**src/rtl/ufdf_pkg.sv**
```systemverilog
package ufdf_pkg;

  typedef enum logic [1:0] {
    EV_NONE     = 2'd0,
    EV_HELD     = 2'd1,
    EV_COMPLETE = 2'd2,
    EV_DROP     = 2'd3
  } event_t;

  typedef struct packed {
    logic       command;
    logic [7:0] rx_byte;
  } in_item_t;

  typedef struct packed {
    event_t      event_res;
    logic [7:0]  data_byte;
    logic [11:0] offset;
    logic [14:0] match_mask;
    logic [12:0] frame_length;
  } out_item_t;

  typedef struct packed {
    logic       is_tick;
    logic       is_sync1;
    logic       is_sync2;
    logic [7:0] rx_byte;
  } cls_item_t;

  typedef struct packed {
    logic [14:0]  handle_enable;
    logic [119:0] app_id;
    logic [119:0] msg_min;
    logic [119:0] msg_max;
    logic [11:0]  max_payload;
  } cfg_t;

  localparam int unsigned MASK_W = 15;

  localparam logic CMD_TICK = 1'b1;

  localparam logic [7:0] SYNC_FIRST  = 8'h55;
  localparam logic [7:0] SYNC_SECOND = 8'hAA;

  localparam logic [12:0] HEADER_BYTES = 13'd8;
  localparam logic [12:0] CRC_BYTES    = 13'd2;

  localparam logic [12:0] POS_SYNC2  = 13'd1;
  localparam logic [12:0] POS_APP_ID = 13'd2;
  localparam logic [12:0] POS_MSG_ID = 13'd3;
  localparam logic [12:0] POS_LEN_HI = 13'd5;
  localparam logic [12:0] POS_LEN_LO = 13'd7;

  localparam logic [11:0] MAX_PAYLOAD_RST = 12'd4086;

  localparam logic [3:0] CFG_HANDLE_ENABLE = 4'd0;
  localparam logic [3:0] CFG_APP_ID_LO     = 4'd1;
  localparam logic [3:0] CFG_APP_ID_HI     = 4'd2;
  localparam logic [3:0] CFG_MSG_MIN_LO    = 4'd3;
  localparam logic [3:0] CFG_MSG_MIN_HI    = 4'd4;
  localparam logic [3:0] CFG_MSG_MAX_LO    = 4'd5;
  localparam logic [3:0] CFG_MSG_MAX_HI    = 4'd6;
  localparam logic [3:0] CFG_MAX_PAYLOAD   = 4'd7;

endpackage

```
**src/rtl/ufdf_fifo.sv**
```systemverilog
module ufdf_fifo #(
  parameter int unsigned WIDTH = 8
) (
  input  logic             clk,
  input  logic             rst_n,
  input  logic             push,
  input  logic [WIDTH-1:0] din,
  output logic             full,
  input  logic             pop,
  output logic [WIDTH-1:0] dout,
  output logic             empty
);

  logic [WIDTH-1:0] mem_r [2];
  logic             wr_ptr_r, wr_ptr_nxt;
  logic             rd_ptr_r, rd_ptr_nxt;
  logic [1:0]       count_r, count_nxt;
  logic             do_push, do_pop;

  assign full    = (count_r == 2'd2);
  assign empty   = (count_r == 2'd0);
  assign do_push = push && !full;
  assign do_pop  = pop && !empty;
  assign dout    = mem_r[rd_ptr_r];

  always_comb begin
    wr_ptr_nxt = wr_ptr_r ^ do_push;
    rd_ptr_nxt = rd_ptr_r ^ do_pop;
    count_nxt  = count_r + {1'b0, do_push} - {1'b0, do_pop};
  end

  always_ff @(posedge clk) begin
    if (!rst_n) begin
      wr_ptr_r <= 1'b0;
      rd_ptr_r <= 1'b0;
      count_r  <= 2'd0;
    end else begin
      wr_ptr_r <= wr_ptr_nxt;
      rd_ptr_r <= rd_ptr_nxt;
      count_r  <= count_nxt;
    end
  end

  always_ff @(posedge clk) begin
    if (do_push) begin
      mem_r[wr_ptr_r] <= din;
    end
  end

endmodule

```
**src/rtl/ufdf_front.sv**
```systemverilog
module ufdf_front (
  input  logic                 clk,
  input  logic                 rst_n,
  input  logic                 in_push,
  input  ufdf_pkg::in_item_t   in_data,
  output logic                 in_full,
  input  logic                 pop,
  output ufdf_pkg::cls_item_t  head,
  output logic                 empty
);

  ufdf_pkg::cls_item_t cls;

  // pre-decode the tick command and sync bytes so the parser sees flags
  always_comb begin
    cls.is_tick  = (in_data.command == ufdf_pkg::CMD_TICK);
    cls.is_sync1 = (in_data.rx_byte == ufdf_pkg::SYNC_FIRST);
    cls.is_sync2 = (in_data.rx_byte == ufdf_pkg::SYNC_SECOND);
    cls.rx_byte  = in_data.rx_byte;
  end

  ufdf_fifo #(
    .WIDTH($bits(ufdf_pkg::cls_item_t))
  ) u_queue (
    .clk   (clk),
    .rst_n (rst_n),
    .push  (in_push),
    .din   (cls),
    .full  (in_full),
    .pop   (pop),
    .dout  (head),
    .empty (empty)
  );

endmodule

```
**src/rtl/ufdf_filter.sv**
```systemverilog
module ufdf_filter #(
  parameter int unsigned NUM_HANDLES = 15
) (
  input  ufdf_pkg::cfg_t              cfg,
  input  logic [7:0]                  app_id,
  input  logic [7:0]                  msg_id,
  output logic [ufdf_pkg::MASK_W-1:0] mask
);

  always_comb begin
    for (int h = 0; h < ufdf_pkg::MASK_W; h++) begin
      mask[h] = (h < NUM_HANDLES) && cfg.handle_enable[h] &&
                (cfg.app_id[8*h +: 8] == app_id) &&
                (msg_id >= cfg.msg_min[8*h +: 8]) &&
                (msg_id <= cfg.msg_max[8*h +: 8]);
    end
  end

endmodule

```
**src/rtl/ufdf_back.sv**
```systemverilog
module ufdf_back #(
  parameter int unsigned NUM_HANDLES        = 15,
  parameter int unsigned FRAME_BUFFER_BYTES = 4096
) (
  input  logic                 clk,
  input  logic                 rst_n,
  input  ufdf_pkg::cfg_t       cfg,
  input  ufdf_pkg::cls_item_t  item,
  input  logic                 fire,
  output ufdf_pkg::out_item_t  result
);

  localparam logic [11:0] LEN_CAP = 12'(FRAME_BUFFER_BYTES
                                        - int'(ufdf_pkg::HEADER_BYTES)
                                        - int'(ufdf_pkg::CRC_BYTES));

  logic [12:0] byte_count_r, byte_count_nxt;
  logic [11:0] payload_length_r, payload_length_nxt;
  logic [7:0]  length_high_r, length_high_nxt;
  logic [7:0]  app_id_r, app_id_nxt;
  logic [7:0]  msg_id_r, msg_id_nxt;
  logic        idle_r, idle_nxt;
  logic        byte_since_tick_r, byte_since_tick_nxt;

  logic [ufdf_pkg::MASK_W-1:0] mask;
  logic [11:0] limit;
  logic [15:0] len;
  logic [12:0] cnt_inc;
  logic [12:0] frame_end;

  ufdf_filter #(
    .NUM_HANDLES(NUM_HANDLES)
  ) u_filter (
    .cfg    (cfg),
    .app_id (app_id_r),
    .msg_id (msg_id_r),
    .mask   (mask)
  );

  always_comb begin
    byte_count_nxt      = byte_count_r;
    payload_length_nxt  = payload_length_r;
    length_high_nxt     = length_high_r;
    app_id_nxt          = app_id_r;
    msg_id_nxt          = msg_id_r;
    idle_nxt            = idle_r;
    byte_since_tick_nxt = byte_since_tick_r;

    result = '0;
    result.event_res = ufdf_pkg::EV_NONE;

    limit     = (cfg.max_payload < LEN_CAP) ? cfg.max_payload : LEN_CAP;
    len       = {length_high_r, item.rx_byte};
    cnt_inc   = byte_count_r + 13'd1;
    frame_end = {1'b0, payload_length_r} + ufdf_pkg::HEADER_BYTES + ufdf_pkg::CRC_BYTES;

    if (item.is_tick) begin
      if (byte_since_tick_r) begin
        idle_nxt            = 1'b0;
        byte_since_tick_nxt = 1'b0;
      end else if (byte_count_r != 13'd0) begin
        if (idle_r) begin
          // second idle tick in a row
          byte_count_nxt     = '0;
          payload_length_nxt = '0;
          idle_nxt           = 1'b0;
          result.event_res   = ufdf_pkg::EV_DROP;
        end else begin
          idle_nxt = 1'b1;
        end
      end
    end else begin
      byte_since_tick_nxt = 1'b1;
      if (byte_count_r == 13'd0) begin
        if (item.is_sync1) begin
          byte_count_nxt   = 13'd1;
          result.event_res = ufdf_pkg::EV_HELD;
          result.data_byte = item.rx_byte;
        end
      end else if (byte_count_r == ufdf_pkg::POS_SYNC2) begin
        result.data_byte = item.rx_byte;
        if (item.is_sync2) begin
          byte_count_nxt   = 13'd2;
          result.event_res = ufdf_pkg::EV_HELD;
          result.offset    = 12'd1;
        end else if (item.is_sync1) begin
          byte_count_nxt   = 13'd1;
          result.event_res = ufdf_pkg::EV_HELD;
        end else begin
          byte_count_nxt     = '0;
          payload_length_nxt = '0;
          result.event_res   = ufdf_pkg::EV_DROP;
        end
      end else if (byte_count_r == ufdf_pkg::POS_LEN_LO) begin
        result.data_byte = item.rx_byte;
        if (len > {4'd0, limit}) begin
          byte_count_nxt     = '0;
          payload_length_nxt = '0;
          result.event_res   = ufdf_pkg::EV_DROP;
        end else begin
          payload_length_nxt = len[11:0];
          byte_count_nxt     = cnt_inc;
          result.event_res   = ufdf_pkg::EV_HELD;
          result.offset      = byte_count_r[11:0];
        end
      end else begin
        if (byte_count_r == ufdf_pkg::POS_APP_ID) begin
          app_id_nxt = item.rx_byte;
        end else if (byte_count_r == ufdf_pkg::POS_MSG_ID) begin
          msg_id_nxt = item.rx_byte;
        end else if (byte_count_r == ufdf_pkg::POS_LEN_HI) begin
          length_high_nxt = item.rx_byte;
        end
        byte_count_nxt   = cnt_inc;
        result.data_byte = item.rx_byte;
        result.offset    = byte_count_r[11:0];
        if (byte_count_r >= ufdf_pkg::HEADER_BYTES && cnt_inc >= frame_end) begin
          result.event_res    = ufdf_pkg::EV_COMPLETE;
          result.match_mask   = mask;
          result.frame_length = cnt_inc;
          byte_count_nxt      = '0;
          payload_length_nxt  = '0;
        end else begin
          result.event_res = ufdf_pkg::EV_HELD;
        end
      end
    end
  end

  always_ff @(posedge clk) begin
    if (!rst_n) begin
      byte_count_r      <= '0;
      payload_length_r  <= '0;
      length_high_r     <= '0;
      app_id_r          <= '0;
      msg_id_r          <= '0;
      idle_r            <= 1'b0;
      byte_since_tick_r <= 1'b0;
    end else if (fire) begin
      byte_count_r      <= byte_count_nxt;
      payload_length_r  <= payload_length_nxt;
      length_high_r     <= length_high_nxt;
      app_id_r          <= app_id_nxt;
      msg_id_r          <= msg_id_nxt;
      idle_r            <= idle_nxt;
      byte_since_tick_r <= byte_since_tick_nxt;
    end
  end

endmodule

```
**src/rtl/uart_frame_deframer_filter.sv**
```systemverilog
// A result is registered in the input queue and then in the result queue before it is on out_data.
// Throughput: one item per cycle; the parser handles one queued item each cycle
// that the 2-entry result queue has room.
// Reset (rst_n low, synchronous): both queues empty, parser state zero,
// registers at reset values (max_payload 4086, all others zero).
module uart_frame_deframer_filter #(
  parameter int unsigned NUM_HANDLES        = 15,
  parameter int unsigned FRAME_BUFFER_BYTES = 4096
) (
  input  logic                 clk,
  input  logic                 rst_n,
  input  logic                 in_push,
  input  ufdf_pkg::in_item_t   in_data,
  output logic                 in_full,
  output logic                 out_empty,
  input  logic                 out_pop,
  output ufdf_pkg::out_item_t  out_data,
  input  logic                 cfg_valid,
  output logic                 cfg_ready,
  input  logic [3:0]           cfg_index,
  input  logic [63:0]          cfg_data
);

  ufdf_pkg::cfg_t      cfg_r, cfg_nxt;
  ufdf_pkg::cls_item_t head;
  ufdf_pkg::out_item_t result;
  logic                front_empty;
  logic                out_full;
  logic                fire;

  assign cfg_ready = 1'b1;
  assign fire      = !front_empty && !out_full;

  always_comb begin
    cfg_nxt = cfg_r;
    if (cfg_valid) begin
      case (cfg_index)
        ufdf_pkg::CFG_HANDLE_ENABLE: cfg_nxt.handle_enable   = cfg_data[14:0];
        ufdf_pkg::CFG_APP_ID_LO:     cfg_nxt.app_id[63:0]    = cfg_data;
        ufdf_pkg::CFG_APP_ID_HI:     cfg_nxt.app_id[119:64]  = cfg_data[55:0];
        ufdf_pkg::CFG_MSG_MIN_LO:    cfg_nxt.msg_min[63:0]   = cfg_data;
        ufdf_pkg::CFG_MSG_MIN_HI:    cfg_nxt.msg_min[119:64] = cfg_data[55:0];
        ufdf_pkg::CFG_MSG_MAX_LO:    cfg_nxt.msg_max[63:0]   = cfg_data;
        ufdf_pkg::CFG_MSG_MAX_HI:    cfg_nxt.msg_max[119:64] = cfg_data[55:0];
        ufdf_pkg::CFG_MAX_PAYLOAD:   cfg_nxt.max_payload     = cfg_data[11:0];
        default: ;
      endcase
    end
  end

  always_ff @(posedge clk) begin
    if (!rst_n) begin
      cfg_r <= '{max_payload: ufdf_pkg::MAX_PAYLOAD_RST, default: '0};
    end else begin
      cfg_r <= cfg_nxt;
    end
  end

  ufdf_front u_front (
    .clk     (clk),
    .rst_n   (rst_n),
    .in_push (in_push),
    .in_data (in_data),
    .in_full (in_full),
    .pop     (fire),
    .head    (head),
    .empty   (front_empty)
  );

  ufdf_back #(
    .NUM_HANDLES        (NUM_HANDLES),
    .FRAME_BUFFER_BYTES (FRAME_BUFFER_BYTES)
  ) u_back (
    .clk    (clk),
    .rst_n  (rst_n),
    .cfg    (cfg_r),
    .item   (head),
    .fire   (fire),
    .result (result)
  );

  ufdf_fifo #(
    .WIDTH($bits(ufdf_pkg::out_item_t))
  ) u_out_queue (
    .clk   (clk),
    .rst_n (rst_n),
    .push  (fire),
    .din   (result),
    .full  (out_full),
    .pop   (out_pop),
    .dout  (out_data),
    .empty (out_empty)
  );

endmodule

```
**config.mk**
```make
export PLATFORM = sky130hd
export DESIGN_NAME = uart_frame_deframer_filter
export DESIGN_NICKNAME = d
export VERILOG_FILES = /design/src/rtl/ufdf_pkg.sv /design/src/rtl/ufdf_fifo.sv /design/src/rtl/ufdf_front.sv /design/src/rtl/ufdf_filter.sv /design/src/rtl/ufdf_back.sv /design/src/rtl/uart_frame_deframer_filter.sv
export SDC_FILE = /design/constraint.sdc
export NUM_CORES = 1
export LEC_CHECK = 0
export BUFFER_PORTS_ARGS = -buffer_cell sky130_fd_sc_hd__buf_2
export CORE_MARGIN = 5
export CORE_UTILIZATION = 45
export CTS_CLUSTER_DIAMETER = 120
export CTS_CLUSTER_SIZE = 30
export DETAILED_ROUTE_END_ITERATION = 7
export PLACE_DENSITY = 0.58
export REMOVE_ABC_BUFFERS = 1
export SLEW_MARGIN = 5
export SYNTH_ARGS = -nofsm -noshare
export SYNTH_HDL_FRONTEND = slang
export SYNTH_SLANG_ARGS = --single-unit
```
**constraint.sdc**
```tcl
create_clock -name clk -period 8.9 [get_ports clk]
set_input_delay 0.445 -clock clk [delete_from_list [all_inputs] [get_ports clk]]
set_output_delay 0.445 -clock clk [all_outputs]
set_load 0.03 [all_outputs]
```
==> results.py, run 1 <==
metrics = {
    "critical_path": {
        "critical_path_arrival_ns": 5.39,
        "worstPathRequired_ns": 9.29,
        "critPathCaptureType": "flip-flop",
        "worstSetupStartpointType": "flip-flop",
        "path_max_fanout": 21,
        "critPathLaunch": "u_back.byte_count_r[0]$_SDFFE_PN0P_",
        "crit_type": "flip-flop to flip-flop",
        "r2r_slack_ns": 3.89,
        "timing.rr.start": "u_back.byte_count_r[0]$_SDFFE_PN0P_",
    },
    "logic_synthesis": {
        "yosysSeqAreaShare_pct": 42.6,
        "async_reset_ff_share_pct": 0,
        "synth_seq_cells": 570,
        "synth.avg_cell_area_um2": 8.99,
        "synthFlopType": "dfxtp_1",
        "synth_edf_count": 122,
        "yosys_warnings": 0,
        "syn_area_um2": 29600,
        "syn_inst": 3297,
        "yosysUniqueCellTypes": 65,
    },
    "cts": {
        "cts_buffers": 22,
        "clock_latency_ns": 0.60,
        "postCtsSetupBuffers": 0,
        "clk_path_buf_depth": 3,
        "cts_num_sinks": 570,
        "cts-resized-gates": 0,
        "cts_tree": "done",
        "cts_hold_buf": 0,
        "htree_levels": 1,
        "root_buffer": "clkbuf_16",
        "clk_pin_slew_ns": 0.12,
    },
    "flow_run": {
        "cap_violations": 0,
    },
    "global_routing": {
        "gr-total-overflow": 0,
        "grt_start_max_net_pins": 165,
        "grt_pass1_wl_um": 127000,
        "grt_pass1_vias": 22372,
        "grt_usage_pct": 22.3,
        "antenna_found_initial": 1,
    },
    "place": {
        "gp_congestion": 0.873,
        "pre_cts_ws_ns": 3.95,
        "dp.final_hpwl_um": 51700,
        "portBuffers": 133,
    },
    "finish": {
        "drive_gt1_share_pct": 8.23,
        "finalNetCount": 3676,
        "fillCellCount": 6280,
        "antenna_cells": 0,
        "final_core_util_pct": 48.3,
        "area_growth_pct": 6.73,
        "multi_input_comb_area_um2": 15400,
        "final-seq-area_um2": 12600,
    },
    "floorplan": {
        "pin_count": 135,
        "coreArea_um2": 65500,
        "std_cell_rows": 94,
        "die_h_um": 267,
        "start_util_pct": 45.2,
        "die-area_um2": 71100,
        "die_x_um": 267,
    },
    "timing": {
        "rsz0062_at_grt": "false",
        "finalSetupViolations": 0,
        "period_minus_slack_ns": 5.01,
        "clock.fmax_mhz": 200,
        "tightest_slew_ns": 1.37,
        "clock_skew_ns": 0.0235,
        "setup-tns-final_ns": 0,
        "fin_ws_ns": 3.89,
        "hold_viol": 0,
        "min_period_over_period_pct": 56.3,
        "max_slew_margin_pct": 8.41,
        "slew_violations": 0,
    },
    "worst_hold_path": {
        "hold_start": "in_data[8]",
        "worstHoldPathType": "input pin to flip-flop",
    },
    "pwr": {
        "p_comb_share_pct": 21.5,
        "p_per_area_nw_per_um2": 171,
        "pwr-share-clk_pct": 24.5,
        "switching_share_pct": 31.1,
        "cellLeakagePower_uw": 0.0121,
        "power_uw": 5410,
        "ir_drop_mv": 0.116,
        "power.net_switching_uw": 1680,
        "seqPwrFrac_pct": 54.1,
        "internal-power_uw": 3730,
    },
    "route": {
        "dr.first_iter.drc_count": 1300,
        "wl_per_cell_um": 19.3,
        "drt-pass1-iter-count": 5,
        "routed_wl_um": 80900,
        "via_count": 22288,
        "viasPerCell": 5.31,
        "final_antenna_net_count": 0,
        "drc": 0,
    },
    "run_status": {
        "status": "complete, no violations",
    },
}
[per-stage QoR]
stage	instances	hold WS, ns	area, µm²
global route	4195	0.0351	31600
detailed placement	4155	0.457	31000
floorplan	3118	0.439	28900
CTS	4194	0.0218	31600
global placement	4155	0.451	31000
finish	4195	0.0605	31600
[cells in the final DEF, fill, tap and decap left out, types with 54 or more instances in the layout]
| cell | n |
|---|---|
| a21o_1 | 55 |
| inv_1 | 248 |
| a21oi_1 | 54 |
| dfxtp_1 | 446 |
| a21boi_0 | 381 |
| ha_1 | 276 |
| xor2_1 | 88 |
| buf_2 | 132 |
| o21ai_0 | 54 |
| nor2_1 | 55 |
| edfxtp_1 | 122 |
| nand2_1 | 831 |
[layer usage]
metal	track usage [%]	vias up	part of all wire, %
met4	5.34	2	2.6
met5	0	-	0.016
met2	40.8	387	50
met1	28.5	10702	44
met3	2.04	104	3.2
li1	-	11093	-
[worst paths after layout]
check,end,depth (start not counted)
worst min register to register,cfg_r[205]$_SDFFE_PN0P_,2
worst min-delay path,u_front.u_queue.mem_r[1][10]$_DFFE_PP_,1
worst max register to register,u_out_queue.mem_r[1][20]$_DFFE_PP_,15
worst max-delay path,u_out_queue.mem_r[1][20]$_DFFE_PP_,15
[power groups by stage]
stage / sequential [µW] / combinational (µW) / clock, µW
after floorplan: 2990 / 720 / 0
after global placement: 2980 / 1170 / 0
after detailed placement: 2990 / 1180 / 0
after CTS: 2930 / 1180 / 1370
after global routing: 2950 / 1250 / 1450
final: 2930 / 1160 / 1320
[cell families after synthesis]
logic type | count (synthesis) | synth area share, %
buffers and inverters | 427 | 5.65
other | 1 | 0.0127
xor gates and xnor gates | 141 | 4.17
and+or+nand+nor | 1139 | 16.6
adders and majority gates | 278 | 11.7
AOI/OAI and AO/OA | 679 | 16.9
muxes | 62 | 2.31
DFF | 570 | 42.6
[area by class of cell]
| type | count | area share (%) |
|---|---|---|
| repair buffers | 174 | 3.11 |
| clock buffers | 39 | 2.01 |
| well taps | 864 | 3.42 |
| flip-flops and latches | 570 | 39.9 |
| inverters | 248 | 2.94 |
| multi-input cells | 2300 | 48.6 |
[cell usage after synthesis (21+ instances only)]
library cell	instances	area, µm²
nor2b_1	48	300
nand3_1	30	150
ha_1	278	3480
edfxtp_1	122	3660
inv_1	248	931
a21oi_1	54	270
nand4_1	22	138
nand2_1	832	3120
nor2_1	55	206
o21ai_0	54	270
and2_1	24	150
buf_1	23	86.3
nand2b_1	31	194
a21boi_0	381	2860
dfxtp_1	448	8970
a21o_1	55	413
clkbuf_1	132	495
o211a_1	24	240
xnor2_1	53	464
nor3_1	21	105
xor2_1	88	771
mux2_2	50	563
[critical path, stage by stage, from the launching register on]
cell,delay [ns]
dfxtp_1,0.52
ha_1,0.33
nand2_1,0.15
or3_1,0.45
nor2_1,0.18
and3_1,0.20
xnor2_1,0.19
inv_1,0.09
ha_1,0.31
and4_1,0.22
o2111ai_1,0.14
a21boi_2,0.36
nand3_2,0.38
buf_4,0.41
or4_1,0.56
a221oi_1,0.31
[state kept, by name, summed over array words and instances, names as in the netlist, 8 cells and up, named ones only]
name                     cells
u_back.length_high_r         8
u_back.payload_length_r     12
u_front.u_queue.mem_r       22
cfg_r                      387
u_back.msg_id_r              8
u_back.app_id_r              8
u_back.byte_count_r         13
u_out_queue.mem_r          100
Note: power is estimated with default switching activity, not from simulation.
==> run 2, diff against run 1 <==
- PLACE_DENSITY: 0.58 -> 0.61
- clock period: 8.9 -> 4.1 ns (I/O delays scaled with it)
==> results.py, run 2 (synthesized netlist as in run 1, its figures left out) <==
metrics = {
    "floorplan": {
        "die-area_um2": 71100,
        "start_util_pct": 45.2,
        "die_h_um": 267,
        "coreArea_um2": 65500,
        "pin_count": 135,
        "std_cell_rows": 94,
        "die_x_um": 267,
    },
    "timing": {
        "clock.fmax_mhz": 258,
        "tightest_slew_ns": 1.28,
        "slew_violations": 0,
        "period_minus_slack_ns": 3.88,
        "finalSetupViolations": 0,
        "min_period_over_period_pct": 94.6,
        "clock_skew_ns": 0.0199,
        "hold_ws_ns": 0.0691,
        "max_slew_margin_pct": 14.4,
        "hold_viol": 0,
    },
    "critical_path": {
        "critical_path_arrival_ns": 4.29,
        "path_max_fanout": 6,
        "worstPathRequired_ns": 4.51,
        "crit_slowest_cell": "or4_1",
        "critPathCaptureType": "flip-flop",
        "crit_type": "flip-flop to flip-flop",
        "crit_path_cell_trace": "ha_4, nand2_1, or3_4, nor2_1, and3_1, xnor2_1, inv_1, ha_1, and4_1, o2111ai_1, a21boi_2, nand3_2, buf_4, or4_1, a211oi_1",
        "max_stage_delay_ns": 0.52,
        "path_delay_family": "simple AND/OR/NAND/NOR gates",
        "worstSetupStartpointType": "flip-flop",
        "path_buf_inv": 2,
    },
    "place": {
        "portBuffers": 133,
        "dpl-instance-area_um2": 31300,
        "gp_congestion": 0.838,
        "dp.final_hpwl_um": 54800,
    },
    "cts": {
        "clk_path_buf_depth": 3,
        "htree_levels": 1,
        "clock_latency_ns": 0.60,
        "cts_num_sinks": 570,
        "cts_buffers": 22,
        "cts_tree": "done",
        "root_buffer": "clkbuf_16",
        "clk_pin_slew_ns": 0.12,
    },
    "run_status": {
        "status": "complete, no violations",
    },
    "route": {
        "drc": 0,
        "drt-pass1-iter-count": 5,
        "final_antenna_net_count": 0,
        "wl_per_cell_um": 19.3,
        "viasPerCell": 5.38,
        "dr.first_iter.drc_count": 1529,
        "via_count": 23142,
        "routed_wl_um": 82800,
    },
    "finish": {
        "final_core_util_pct": 50.0,
        "largestRegisters": "cfg_r x387, u_out_queue.mem_r x100, u_front.u_queue.mem_r x22",
        "final_cell_mix": "nand2_1 (831), dfxtp_1 (446), a21boi_0 (381), ha_1 (275), inv_1 (248)",
        "antenna_cells": 0,
        "top_register": "cfg_r",
        "finalNetCount": 3783,
        "largest_reg_flops": 387,
        "drive_gt1_share_pct": 9.28,
        "final_common_cell": "nand2_1",
        "area_growth_pct": 10.5,
        "fin_area_um2": 32700,
    },
    "pwr": {
        "p_comb_share_pct": 22.1,
        "switching_share_pct": 31.0,
        "cellLeakagePower_uw": 0.0127,
        "ir_drop_mv": 0.388,
        "p_per_area_nw_per_um2": 362,
        "power_uw": 11900,
        "power.net_switching_uw": 3680,
        "internal-power_uw": 8180,
        "pwr-share-clk_pct": 24.0,
        "seqPwrFrac_pct": 53.9,
    },
    "global_routing": {
        "grt_start_max_net_pins": 188,
        "grt_pass1_vias": 23082,
        "antenna_found_initial": 2,
        "gr-total-overflow": 0,
        "grt_pass1_wl_um": 129000,
        "grt_usage_pct": 22.7,
    },
    "worst_hold_path": {
        "worstHoldPathType": "input pin to flip-flop",
    },
    "flow_run": {
        "cap_violations": 0,
    },
}
run 2: cell types whose count changed in the layout (fill, tap and decap cells not counted), moves of 2 or more:
cell and delta:
buf_4 +29, buf_12 +3, a221oi_1 -7, a221oi_2 +7, dlygate4sd3_1 +73, clkbuf_1 -2
run 2: per-layer routing:
layer / global-route usage (%) / vias to the layer above / share of wire, %
li1: - / 11300 / -
met1: 29.3 / 11120 / 43
met2: 40.2 / 569 / 49
met3: 2.41 / 151 / 4.5
met4: 6.96 / 2 / 3.3
met5: 0.0676 / - / 0.0085
run 2: cell type report:
| class | instances | area [µm²] |
|---|---|---|
| clock buffer | 37 | 628 |
| fill | 6096 | 32800 |
| inverter | 248 | 931 |
| multi-input combinational | 2301 | 15500 |
| sequential | 570 | 12600 |
| tap | 864 | 1080 |
| timing repair buffer | 280 | 2000 |
run 2: stage by stage:
| step | setup slack (ns) | std cells | setup TNS [ns] |
|---|---|---|---|
| 2_1_floorplan | -0.121 | 3118 | -7.72 |
| 3_3_place_gp | 0.164 | 4189 | 0 |
| 3_5_place_dp | 0.0867 | 4189 | 0 |
| 4_1_cts | 0.0672 | 4299 | 0 |
| 5_1_grt | -0.0176 | 4300 | -0.0779 |
| 6_report | 0.220 | 4300 | 0 |
run 2: worst min-delay path: cells and delay by family:
| kind | cells | cell delay, ns |
|---|---|---|
| adders and majority gates | 1 | 0.13 |
| and+or+nand+nor | 2 | 0.13 |
| buffers and inverters | 2 | 0.17 |
run 2: worst paths after layout:
kind,start,end,slack [ns],depth (start not counted)
max,u_back.byte_count_r[0]$_SDFFE_PN0P_,u_out_queue.mem_r[1][13]$_DFFE_PP_,0.22,15
min,in_push,u_front.u_queue.wr_ptr_r$_SDFF_PN0_,0.07,5
max reg2reg,u_back.byte_count_r[0]$_SDFFE_PN0P_,u_out_queue.mem_r[1][13]$_DFFE_PP_,0.22,15
min reg2reg,cfg_r[101]$_SDFFE_PN0P_,cfg_r[101]$_SDFFE_PN0P_,0.47,2
run 2: timing repair:
action / 4_1_cts / 5_1_grt
hold endpoints to repair: 386 / 0
setup buffers: 0 / 0
setup endpoints to repair: 0 / 49
resized for setup: 0 / 16
hold buffers: 73 / 0
run 2: power by group through the flow:
| stage | Sequential [µW] | Clock, µW | Combinational (µW) |
|---|---|---|---|
| 5_1_grt | 6440 | 3110 | 2830 |
| 4_1_cts | 6390 | 2930 | 2660 |
| 3_3_place_gp | 6500 | 0 | 2560 |
| 6_report | 6390 | 2850 | 2620 |
| 2_1_floorplan | 6490 | 0 | 1560 |
| 3_5_place_dp | 6520 | 0 | 2590 |
